[config.mk]
export PLATFORM = sky130hd
export DESIGN_NAME = matrix_keypad_scanner_unit
export DESIGN_NICKNAME = d
export VERILOG_FILES = /design/src/hdl/kps_pkg.sv /design/src/hdl/kps_ctrl.sv /design/src/hdl/kps_datapath.sv /design/src/hdl/matrix_keypad_scanner_unit.sv
export VERILOG_INCLUDE_DIRS = /design/src /design/src/hdl
export SDC_FILE = /design/constraint.sdc
export NUM_CORES = 1
export LEC_CHECK = 0
export BUFFER_PORTS_ARGS = -buffer_cell sky130_fd_sc_hd__buf_2
export CORE_MARGIN = 8
export CORE_UTILIZATION = 55
export DETAILED_ROUTE_END_ITERATION = 10
export PLACE_DENSITY = 0.72
export SYNTH_ARGS = -nofsm -noshare
export SYNTH_HDL_FRONTEND = slang
export SYNTH_SLANG_ARGS = --single-unit
[constraint.sdc]
create_clock -name i_clk -period 4.99 [get_ports i_clk]
set_input_delay 0 -clock i_clk [delete_from_list [all_inputs] [get_ports i_clk]]
set_output_delay 0 -clock i_clk [all_outputs]
set_load 0.01 [all_outputs]
[src/hdl/assert_macros.svh]
// Assertion macros shared by the keypad scanner modules.
// No dependencies; included by the files that carry assertions.
`ifndef ASSERT_MACROS_SVH
`define ASSERT_MACROS_SVH

// Same-cycle implication, disabled during reset.
`define KPS_ASSERT_IMP(name, clk, rst_n, ante, cons, msg) \
    name: assert property (@(posedge clk) disable iff (!rst_n) (ante) |-> (cons)) \
        else $error(msg);

// Next-cycle implication, disabled during reset.
`define KPS_ASSERT_NXT(name, clk, rst_n, ante, cons, msg) \
    name: assert property (@(posedge clk) disable iff (!rst_n) (ante) |=> (cons)) \
        else $error(msg);

`endif

[src/hdl/kps_pkg.sv]
// Package for the matrix keypad scanner: sizes, register indexes and the
// command/status bundles between controller and datapath. No dependencies.
package kps_pkg;

    localparam int MAX_ROWS      = 8;
    localparam int MAX_COLUMNS   = 8;
    localparam int TIMER_BITS    = 16;
    localparam int KEY_SLOTS     = MAX_ROWS * MAX_COLUMNS;
    localparam int KEY_ADDR_BITS = 6;
    localparam int ROW_PIN_BITS  = 8;
    localparam int COL_PIN_BITS  = 8;
    localparam int ROW_IDX_BITS  = 3;
    localparam int COUNT_BITS    = 4;
    localparam int DELAY_BITS    = 16;
    localparam int CFG_IDX_BITS  = 3;

    typedef logic [TIMER_BITS-1:0]    t_timer;
    typedef logic [KEY_ADDR_BITS-1:0] t_key;
    typedef logic [COUNT_BITS-1:0]    t_count;

    // configuration register indexes
    localparam logic [CFG_IDX_BITS-1:0] CFG_ROW_COUNT    = 3'd0;
    localparam logic [CFG_IDX_BITS-1:0] CFG_COLUMN_COUNT = 3'd1;
    localparam logic [CFG_IDX_BITS-1:0] CFG_SETTLE_TICKS = 3'd2;
    localparam logic [CFG_IDX_BITS-1:0] CFG_POLL_TICKS   = 3'd3;
    localparam logic [CFG_IDX_BITS-1:0] CFG_ACTIVE_HIGH  = 3'd4;
    localparam logic [CFG_IDX_BITS-1:0] CFG_DRIVE_IDLE   = 3'd5;

    typedef struct packed {
        logic accept;     // take the tick beat
        logic row_adv;    // retire the current row
        logic emit_last;  // load the closing result beat
    } t_ctrl_cmd;

    typedef struct packed {
        logic sample;     // this tick fires on an in-range column
        logic hold;       // a pending event cannot be pushed out yet
        logic last_row;   // current row is the last one in use
        logic out_free;   // output register can take a beat
    } t_dp_stat;

endpackage

[src/hdl/kps_ctrl.sv]
// Scan controller: sequences tick accept, row walk and closing result.
// Depends on kps_pkg and assert_macros.svh.
`include "assert_macros.svh"

module kps_ctrl (
    input  logic                 i_clk,
    input  logic                 i_rst_n,
    input  logic                 i_valid,
    output logic                 o_stall,
    input  kps_pkg::t_dp_stat    i_stat,
    output kps_pkg::t_ctrl_cmd   o_cmd
);

    typedef enum logic [2:0] {
        S_IDLE = 3'b001,
        S_ROW  = 3'b010,
        S_LAST = 3'b100
    } t_state;

    t_state r_state;
    t_state n_state;

    always_comb begin
        n_state = r_state;
        o_cmd   = '0;
        case (r_state)
            S_IDLE: begin
                if (i_valid) begin
                    o_cmd.accept = 1'b1;
                    n_state      = i_stat.sample ? S_ROW : S_LAST;
                end
            end
            S_ROW: begin
                if (!i_stat.hold) begin
                    o_cmd.row_adv = 1'b1;
                    if (i_stat.last_row) begin
                        n_state = S_LAST;
                    end
                end
            end
            S_LAST: begin
                if (i_stat.out_free) begin
                    o_cmd.emit_last = 1'b1;
                    n_state         = S_IDLE;
                end
            end
            default: begin
                n_state = S_IDLE;
            end
        endcase
    end

    always_ff @(posedge i_clk) begin
        if (!i_rst_n) begin
            r_state <= S_IDLE;
        end else begin
            r_state <= n_state;
        end
    end

    assign o_stall = (r_state != S_IDLE);

    `KPS_ASSERT_NXT(a_accept_leaves_idle, i_clk, i_rst_n, o_cmd.accept, r_state != S_IDLE, "accept did not start work")
    `KPS_ASSERT_NXT(a_last_row_closes, i_clk, i_rst_n, r_state == S_ROW && i_stat.last_row && !i_stat.hold, r_state == S_LAST, "last row did not close the tick")
    `KPS_ASSERT_NXT(a_close_to_idle, i_clk, i_rst_n, r_state == S_LAST && i_stat.out_free, r_state == S_IDLE, "closing beat did not return to idle")

endmodule

[src/hdl/kps_datapath.sv]
// Scanner datapath: config registers, countdown, column pointer, key bitmap
// memory with valid bits, pending event and output register. Uses kps_pkg.
`include "assert_macros.svh"

module kps_datapath (
    input  logic                                 i_clk,
    input  logic                                 i_rst_n,
    input  kps_pkg::t_ctrl_cmd                   i_cmd,
    output kps_pkg::t_dp_stat                    o_stat,
    input  logic [kps_pkg::ROW_PIN_BITS-1:0]     i_row_pins,
    input  logic                                 i_cfg_valid,
    output logic                                 o_cfg_ready,
    input  logic [kps_pkg::CFG_IDX_BITS-1:0]     i_cfg_index,
    input  logic [kps_pkg::DELAY_BITS-1:0]       i_cfg_data,
    input  logic                                 i_stall,
    output logic                                 o_valid,
    output logic [kps_pkg::COL_PIN_BITS-1:0]     o_column_level,
    output logic [kps_pkg::COL_PIN_BITS-1:0]     o_column_enable,
    output logic                                 o_event_valid,
    output logic [kps_pkg::KEY_ADDR_BITS-1:0]    o_key_number,
    output logic                                 o_key_down,
    output logic                                 o_scan_complete,
    output logic                                 o_last_of_run
);

    // configuration
    kps_pkg::t_count                  r_cfg_rows;
    kps_pkg::t_count                  r_cfg_cols;
    logic [kps_pkg::DELAY_BITS-1:0]   r_cfg_settle;
    logic [kps_pkg::DELAY_BITS-1:0]   r_cfg_poll;
    logic                             r_cfg_active_high;
    logic                             r_cfg_drive_idle;

    // scan state
    kps_pkg::t_count                  r_active_column;
    kps_pkg::t_timer                  r_countdown;
    logic                             r_done;
    logic [kps_pkg::ROW_PIN_BITS-1:0] r_pins;
    logic [kps_pkg::ROW_IDX_BITS-1:0] r_row;
    kps_pkg::t_key                    r_key;

    // key bitmap
    logic                             r_key_mem [0:kps_pkg::KEY_SLOTS-1];
    logic [kps_pkg::KEY_SLOTS-1:0]    r_key_vld;
    logic                             r_rd_bit;
    logic                             r_rd_vld;

    // pending event and output register
    logic                             r_pend_valid;
    kps_pkg::t_key                    r_pend_key;
    logic                             r_pend_down;
    logic                             r_out_valid;

    kps_pkg::t_count                  rows_eff;
    kps_pkg::t_count                  cols_eff;
    logic                             timer_zero;
    logic                             col_in_range;
    logic [2*kps_pkg::COUNT_BITS-1:0] base_prod;
    kps_pkg::t_key                    key_base;
    kps_pkg::t_count                  n_column;
    logic                             n_done;
    kps_pkg::t_key                    rd_addr;
    logic                             pressed;
    logic                             change;
    logic                             out_free;
    logic                             out_load_row;
    logic [kps_pkg::COL_PIN_BITS-1:0] pin_level;
    logic [kps_pkg::COL_PIN_BITS-1:0] pin_enable;

    assign o_cfg_ready = 1'b1;

    assign rows_eff = (r_cfg_rows > kps_pkg::COUNT_BITS'(kps_pkg::MAX_ROWS))
                    ? kps_pkg::COUNT_BITS'(kps_pkg::MAX_ROWS) : r_cfg_rows;
    assign cols_eff = (r_cfg_cols > kps_pkg::COUNT_BITS'(kps_pkg::MAX_COLUMNS))
                    ? kps_pkg::COUNT_BITS'(kps_pkg::MAX_COLUMNS) : r_cfg_cols;

    assign timer_zero   = (r_countdown == '0);
    assign col_in_range = (r_active_column < cols_eff);
    assign base_prod    = r_active_column * rows_eff;
    assign key_base     = base_prod[kps_pkg::KEY_ADDR_BITS-1:0];
    assign n_column     = col_in_range ? r_active_column + 1'b1 : '0;
    assign n_done       = (n_column >= cols_eff);

    assign pressed  = (r_pins[r_row] == r_cfg_active_high);
    assign change   = ((r_rd_vld & r_rd_bit) != pressed);
    assign out_free = !r_out_valid || !i_stall;

    always_comb begin
        o_stat          = '0;
        o_stat.sample   = timer_zero && col_in_range && (rows_eff != '0);
        o_stat.hold     = change && r_pend_valid && !out_free;
        o_stat.last_row = ({1'b0, r_row} == rows_eff - 1'b1);
        o_stat.out_free = out_free;
    end

    // read the column's first key on accept, re-read the current key while holding, prefetch the next on advance
    always_comb begin
        if (i_cmd.row_adv) begin
            rd_addr = r_key + 1'b1;
        end else if (i_cmd.accept) begin
            rd_addr = key_base;
        end else begin
            rd_addr = r_key;
        end
    end

    assign out_load_row = i_cmd.row_adv && change && r_pend_valid;

    // column pins follow the pointer as left by the accepted tick
    always_comb begin
        pin_level  = '0;
        pin_enable = '0;
        for (int j = 0; j < kps_pkg::COL_PIN_BITS; j++) begin
            if (kps_pkg::COUNT_BITS'(j) < cols_eff) begin
                if (kps_pkg::COUNT_BITS'(j) == r_active_column) begin
                    pin_level[j]  = r_cfg_active_high;
                    pin_enable[j] = 1'b1;
                end else if (r_cfg_drive_idle) begin
                    pin_level[j]  = ~r_cfg_active_high;
                    pin_enable[j] = 1'b1;
                end else begin
                    pin_level[j]  = r_cfg_active_high;
                    pin_enable[j] = 1'b0;
                end
            end
        end
    end

    // configuration registers
    always_ff @(posedge i_clk) begin
        if (!i_rst_n) begin
            r_cfg_rows        <= kps_pkg::COUNT_BITS'(8);
            r_cfg_cols        <= kps_pkg::COUNT_BITS'(8);
            r_cfg_settle      <= '0;
            r_cfg_poll        <= kps_pkg::DELAY_BITS'(10);
            r_cfg_active_high <= 1'b0;
            r_cfg_drive_idle  <= 1'b0;
        end else if (i_cfg_valid) begin
            case (i_cfg_index)
                kps_pkg::CFG_ROW_COUNT: begin
                    r_cfg_rows <= i_cfg_data[kps_pkg::COUNT_BITS-1:0];
                end
                kps_pkg::CFG_COLUMN_COUNT: begin
                    r_cfg_cols <= i_cfg_data[kps_pkg::COUNT_BITS-1:0];
                end
                kps_pkg::CFG_SETTLE_TICKS: begin
                    r_cfg_settle <= i_cfg_data;
                end
                kps_pkg::CFG_POLL_TICKS: begin
                    r_cfg_poll <= i_cfg_data;
                end
                kps_pkg::CFG_ACTIVE_HIGH: begin
                    r_cfg_active_high <= i_cfg_data[0];
                end
                kps_pkg::CFG_DRIVE_IDLE: begin
                    r_cfg_drive_idle <= i_cfg_data[0];
                end
                default: begin
                end
            endcase
        end
    end

    // countdown, column pointer, pending event, valid bits
    always_ff @(posedge i_clk) begin
        if (!i_rst_n) begin
            r_active_column <= kps_pkg::COUNT_BITS'(8);
            r_countdown     <= '0;
            r_pend_valid    <= 1'b0;
            r_key_vld       <= '0;
        end else begin
            if (i_cmd.accept) begin
                r_pend_valid <= 1'b0;
                if (!timer_zero) begin
                    r_countdown <= r_countdown - 1'b1;
                end else begin
                    r_active_column <= n_column;
                    r_countdown     <= n_done ? kps_pkg::t_timer'(r_cfg_poll)
                                              : kps_pkg::t_timer'(r_cfg_settle);
                end
            end else if (i_cmd.row_adv && change) begin
                r_pend_valid     <= 1'b1;
                r_key_vld[r_key] <= 1'b1;
            end else if (i_cmd.emit_last) begin
                r_pend_valid <= 1'b0;
            end
        end
    end

    // per-tick payload registers
    always_ff @(posedge i_clk) begin
        if (i_cmd.accept) begin
            r_pins <= i_row_pins;
            r_row  <= '0;
            r_key  <= key_base;
            r_done <= timer_zero && n_done;
        end else if (i_cmd.row_adv) begin
            r_row <= r_row + 1'b1;
            r_key <= r_key + 1'b1;
            if (change) begin
                r_pend_key  <= r_key;
                r_pend_down <= pressed;
            end
        end
    end

    // bitmap memory: one write, one registered read
    always_ff @(posedge i_clk) begin
        if (i_cmd.row_adv && change) begin
            r_key_mem[r_key] <= pressed;
        end
        r_rd_bit <= r_key_mem[rd_addr];
        r_rd_vld <= r_key_vld[rd_addr];
    end

    // output register
    always_ff @(posedge i_clk) begin
        if (!i_rst_n) begin
            r_out_valid <= 1'b0;
        end else if (out_load_row || i_cmd.emit_last) begin
            r_out_valid <= 1'b1;
        end else if (!i_stall) begin
            r_out_valid <= 1'b0;
        end
    end

    always_ff @(posedge i_clk) begin
        if (out_load_row || i_cmd.emit_last) begin
            o_column_level  <= pin_level;
            o_column_enable <= pin_enable;
            o_event_valid   <= r_pend_valid;
            o_key_number    <= r_pend_valid ? r_pend_key : '0;
            o_key_down      <= r_pend_valid & r_pend_down;
            o_scan_complete <= r_done;
            o_last_of_run   <= i_cmd.emit_last;
        end
    end

    assign o_valid = r_out_valid;

    `KPS_ASSERT_IMP(a_no_overwrite, i_clk, i_rst_n, out_load_row || i_cmd.emit_last, out_free, "result beat overwrote a waiting beat")
    `KPS_ASSERT_NXT(a_countdown_dec, i_clk, i_rst_n, i_cmd.accept && !timer_zero, r_countdown == $past(r_countdown) - 1'b1, "countdown did not decrement")
    `KPS_ASSERT_NXT(a_pend_cleared, i_clk, i_rst_n, i_cmd.accept, !r_pend_valid, "pending event survived a new tick")

endmodule

[src/hdl/matrix_keypad_scanner_unit.sv]
// Top level of the matrix keypad scanner: controller plus datapath.
// Depends on kps_pkg, kps_ctrl and kps_datapath.
//
//   channel  direction  handshake                payload
//   tick     in         i_valid / o_stall        i_row_pins
//   result   out        o_valid / i_stall        column pins, event, flags
//   config   in         i_cfg_valid / o_cfg_ready i_cfg_index, i_cfg_data
//
// A tick that does not sample runs accept, then its single beat. A sampling
// tick runs accept, a step per row through the bitmap memory, then the
// closing beat; holds and output stalls lengthen it. Reset loads the default
// config, zeroes the countdown, parks the column pointer out of range and
// clears the per-key valid bits; no clearing pass runs. A result beat waits
// in the output register while the next tick is accepted and started.

module matrix_keypad_scanner_unit (
    input  logic                                 i_clk,
    input  logic                                 i_rst_n,
    input  logic                                 i_valid,
    output logic                                 o_stall,
    input  logic [kps_pkg::ROW_PIN_BITS-1:0]     i_row_pins,
    output logic                                 o_valid,
    input  logic                                 i_stall,
    output logic [kps_pkg::COL_PIN_BITS-1:0]     o_column_level,
    output logic [kps_pkg::COL_PIN_BITS-1:0]     o_column_enable,
    output logic                                 o_event_valid,
    output logic [kps_pkg::KEY_ADDR_BITS-1:0]    o_key_number,
    output logic                                 o_key_down,
    output logic                                 o_scan_complete,
    output logic                                 o_last_of_run,
    input  logic                                 i_cfg_valid,
    output logic                                 o_cfg_ready,
    input  logic [kps_pkg::CFG_IDX_BITS-1:0]     i_cfg_index,
    input  logic [kps_pkg::DELAY_BITS-1:0]       i_cfg_data
);

    kps_pkg::t_ctrl_cmd cmd;
    kps_pkg::t_dp_stat  stat;

    kps_ctrl u_ctrl (
        .i_clk   (i_clk),
        .i_rst_n (i_rst_n),
        .i_valid (i_valid),
        .o_stall (o_stall),
        .i_stat  (stat),
        .o_cmd   (cmd)
    );

    kps_datapath u_datapath (
        .i_clk           (i_clk),
        .i_rst_n         (i_rst_n),
        .i_cmd           (cmd),
        .o_stat          (stat),
        .i_row_pins      (i_row_pins),
        .i_cfg_valid     (i_cfg_valid),
        .o_cfg_ready     (o_cfg_ready),
        .i_cfg_index     (i_cfg_index),
        .i_cfg_data      (i_cfg_data),
        .i_stall         (i_stall),
        .o_valid         (o_valid),
        .o_column_level  (o_column_level),
        .o_column_enable (o_column_enable),
        .o_event_valid   (o_event_valid),
        .o_key_number    (o_key_number),
        .o_key_down      (o_key_down),
        .o_scan_complete (o_scan_complete),
        .o_last_of_run   (o_last_of_run)
    );

endmodule
==> summary.md <==
| Metric | Value |
|---|---|
| Antenna violations before repair | `2` |
| Critical Path RT | `5.45 ns` |
| Crit start category | `flop` |
| Final HPWL DP | `24250 um` |
| Mapped Cells | `1439` |
| # setup viols final | `0` |
| Placed insts | `1734` |
| GPL Wtd Cong | `0.9328` |
| Synth Register Bits | `248` |
| Fin Setup TNS | `0 ns` |
| Warnings, synthesis | `0` |
| Slowest cell on crit path | `fa_1` |
| Async SR Flop Fraction | `0%` |
| Placeable Area | `24110 um2` |
| CP cell instances | `nor2b_1 > nand2_1 > fa_1 > inv_1 > fa_1 > fa_1 > nor2_1 > a211oi_4 > nand2_2 > mux2_1 > o221ai_1 > a21oi_1 > a211oi_2` |
| Predominant post-synthesis flop cell | `dfxtp_1` |
| Vias in the first global route | `10940` |
| Largest net degree at the start of global routing | `137` |
| TritonRoute pass-1 iters | `6` |
| Clk pin slew, worst setup/hold paths | `0.07 ns` |
| Hold/Removal Path Class | `primary input to flop` |
| Synth cell count leaders | `nand2_1 (189), nor2_1 (144), dfxtp_1 (136)` |
| Min Clock Period, post-route | `4.351 ns` |
| First-pass GRT wire length | `59780 um` |
| CTS root buffer | `clkbuf_16` |
| EDFF count, synth | `112` |
| Fin nets | `1528` |
| Die Span X | `172.1 um` |
| Multi-input gate area | `6777 um2` |
| Routed len/inst | `20.95 um` |
| Hold slack final | `0.07841 ns` |
| Finished Layout Cells | `1814` |
| Clk_lat worst skew | `0.55 ns` |
| CP most frequent cell | `fa_1` |
| Fmax | `229.8 MHz` |
| Pre-CTS setup slack | `0.7239 ns` |
| Ports | `61` |
| Num CTS Buffers | `27` |
| CP peak stage delay | `0.55 ns` |
| Routed vias/inst | `6.371` |
| Kind of critical path | `flop to flop` |
| Starting Density | `55.59%` |
| H-tree Lvls | `1` |
| Global route total overflow | `0` |
| Post-synth cell types | `77` |
| Die Y | `172.1 um` |
| Maximum buffer depth of the clock tree | `3` |
| DR DRC count | `0` |
| Final Max Tran Viols | `0` |
| Layout overhead on the synthesized area | `11.96%` |
| Slew at the pin closest to its max-slew limit | `1.216 ns` |
| Hold Vio Cnt, Final | `0` |
| Register area share after synthesis | `45.42%` |
| Mapped Area | `13400 um2` |
| CP Data Arrival Time | `4.81 ns` |
| Syn_nets | `1498` |
| Worst clock skew | `0.01373 ns` |
| Total GRT Usage | `25.42%` |
| CP endpoint kind | `flop` |
| Status | `finished, final reports clean` |
| Pwr dens | `386.3 nW/um2` |
| Peak VDD IR | `208.0 uV` |
| Maxcap violations | `0` |
| Num Clock Sinks | `248` |
| Vias | `11560` |
| TritonCTS clock tree | `built` |
| I/O Buffers | `59` |
| Final worst setup slack | `0.6391 ns` |
| Antenna viol nets, final | `0` |
| Period utilization | `87.19%` |
| Most frequent cell after synthesis | `nand2_1` |
| Rows | `57` |
| Register area | `6086 um2` |
| Share of cells above drive strength 1 | `10.89%` |
| Slew HR | `18.62%` |
| Unrepaired setup endpoints after global routing | `false` |
| 1st-iter DRT viols | `1176` |
| Flop-to-flop setup slack | `0.64 ns` |
| Fill cells | `2057` |
| Die ar. | `29620 um2` |
| Post-synth top area share | `25.10%` |
| Top cells by area, synth | `edfxtp_1 (25%), dfxtp_1 (20%), nand2_1 (5.3%)` |
| Static Leak | `5.319 nW` |
| Synthesized area per cell | `9.312 um2` |
| Routed WL | `38000 um` |
| Post-cts sizing count | `0` |
| Leading area contributor after synthesis | `edfxtp_1` |
| Worst Path Max Fanout | `12` |
==> per-layer routing <==
metal  wire length, um  vias to the layer above  GRT usage [%]
met1             16670                     5518          35.17
li1                  -                     5378              -
met2             16530                      559          39.13
met5                13                        -              0
met4              1238                        2          10.42
met3              3553                      100          4.155
==> state kept, by name, indices dropped and copies added (netlist names), 3 cells and up <==
name                        cells
u_datapath.r_countdown         16
u_datapath.r_row                3
u_datapath.r_key                6
u_datapath.r_pins               8
u_datapath.r_key_mem           64
u_datapath.r_key_vld           64
u_datapath.r_cfg_rows           4
u_datapath.o_column_enable      8
u_datapath.r_pend_key           6
u_datapath.r_cfg_settle        16
u_datapath.o_column_level       8
u_datapath.r_active_column      4
u_datapath.r_cfg_cols           4
u_datapath.o_key_number         6
u_datapath.r_cfg_poll          16
u_ctrl.r_state                  3
==> stage by stage <==
stage / cell area, um2 / power [mW] / util [%]
final: 15000 / 5.796 / 62.24
after detailed placement: 13860 / 3.858 / 57.48
after floorplan: 13400 / 3.452 / -
after CTS: 15000 / 5.782 / 62.22
after global placement: 13860 / 3.828 / 57.48
after global routing: 15000 / 6.037 / 62.23
==> area by class of cell <==
cell class	count	share of cell area, %
inverters	26	0.6505
clock buffers	39	5.137
well taps	324	2.702
flip-flops and latches	248	40.56
diodes	2	0.03336
clock inverters	9	0.4754
repair buffers	113	5.271
multi-input cells	1053	45.17
==> cells by family (layout without fill, tap and decap cells) <==
logic type | count (synthesis) | after routing | share of synthesized area, %
adders and majority gates | 27 | 27 | 2.745
xor gates and xnor gates | 26 | 26 | 1.699
muxes | 62 | 62 | 4.855
other | 1 | 3 | 0.02798
DFF | 248 | 248 | 45.42
and+or+nand+nor | 509 | 509 | 17.51
buffers and inverters | 138 | 187 | 4.360
AOI/OAI and AO/OA | 428 | 428 | 23.39
==> worst max-delay path, delay by kind of cell, from the launching register on <==
family          cells  cell delay, ns
buf+inv             1            0.05
flops               1            0.41
mux                 1            0.40
compound gates      4            0.95
fa+ha+maj           3            1.60
simple gates        4            0.85
==> timing repair <==
item	4_1_cts	5_1_grt
buffers inserted	0	0
endpoints found under the hold margin	54	0
hold buffers	30	0
==> path summary, 6_finish.rpt <==
check                           depth (start not counted)                           to                     start
worst max-delay path                                   13          u_datapath.r_rd_vld  u_datapath.r_cfg_rows[3]
worst min-delay path                                    2  u_datapath.r_cfg_settle[11]                   i_rst_n
worst max register to register                         13          u_datapath.r_rd_vld  u_datapath.r_cfg_rows[3]
worst min register to register                          0   u_datapath.o_scan_complete         u_datapath.r_done
==> cell usage in the layout, fill, tap and decap left out, types with 30 or more instances in the layout <==
master           n
a21boi_0        41
dfxtp_1        136
a21oi_1         40
nor2_1         143
dlygate4sd3_1   30
nand2_1        189
o22ai_1         36
o21a_1          67
a22oi_1         44
o21ai_0         56
edfxtp_1       112
buf_2           58
mux2i_1         41
nor2b_1         35
nand3_1         46
==> report_power, final <==
group | switching (mW) | leakage, nW | total, mW | internal, mW
clock | 0.805 | 0.417 | 1.92 | 1.12
sequential | 0.105 | 2.12 | 2.35 | 2.24
combinational | 0.984 | 2.78 | 1.53 | 0.541
Note: power is estimated with default switching activity, not from simulation.
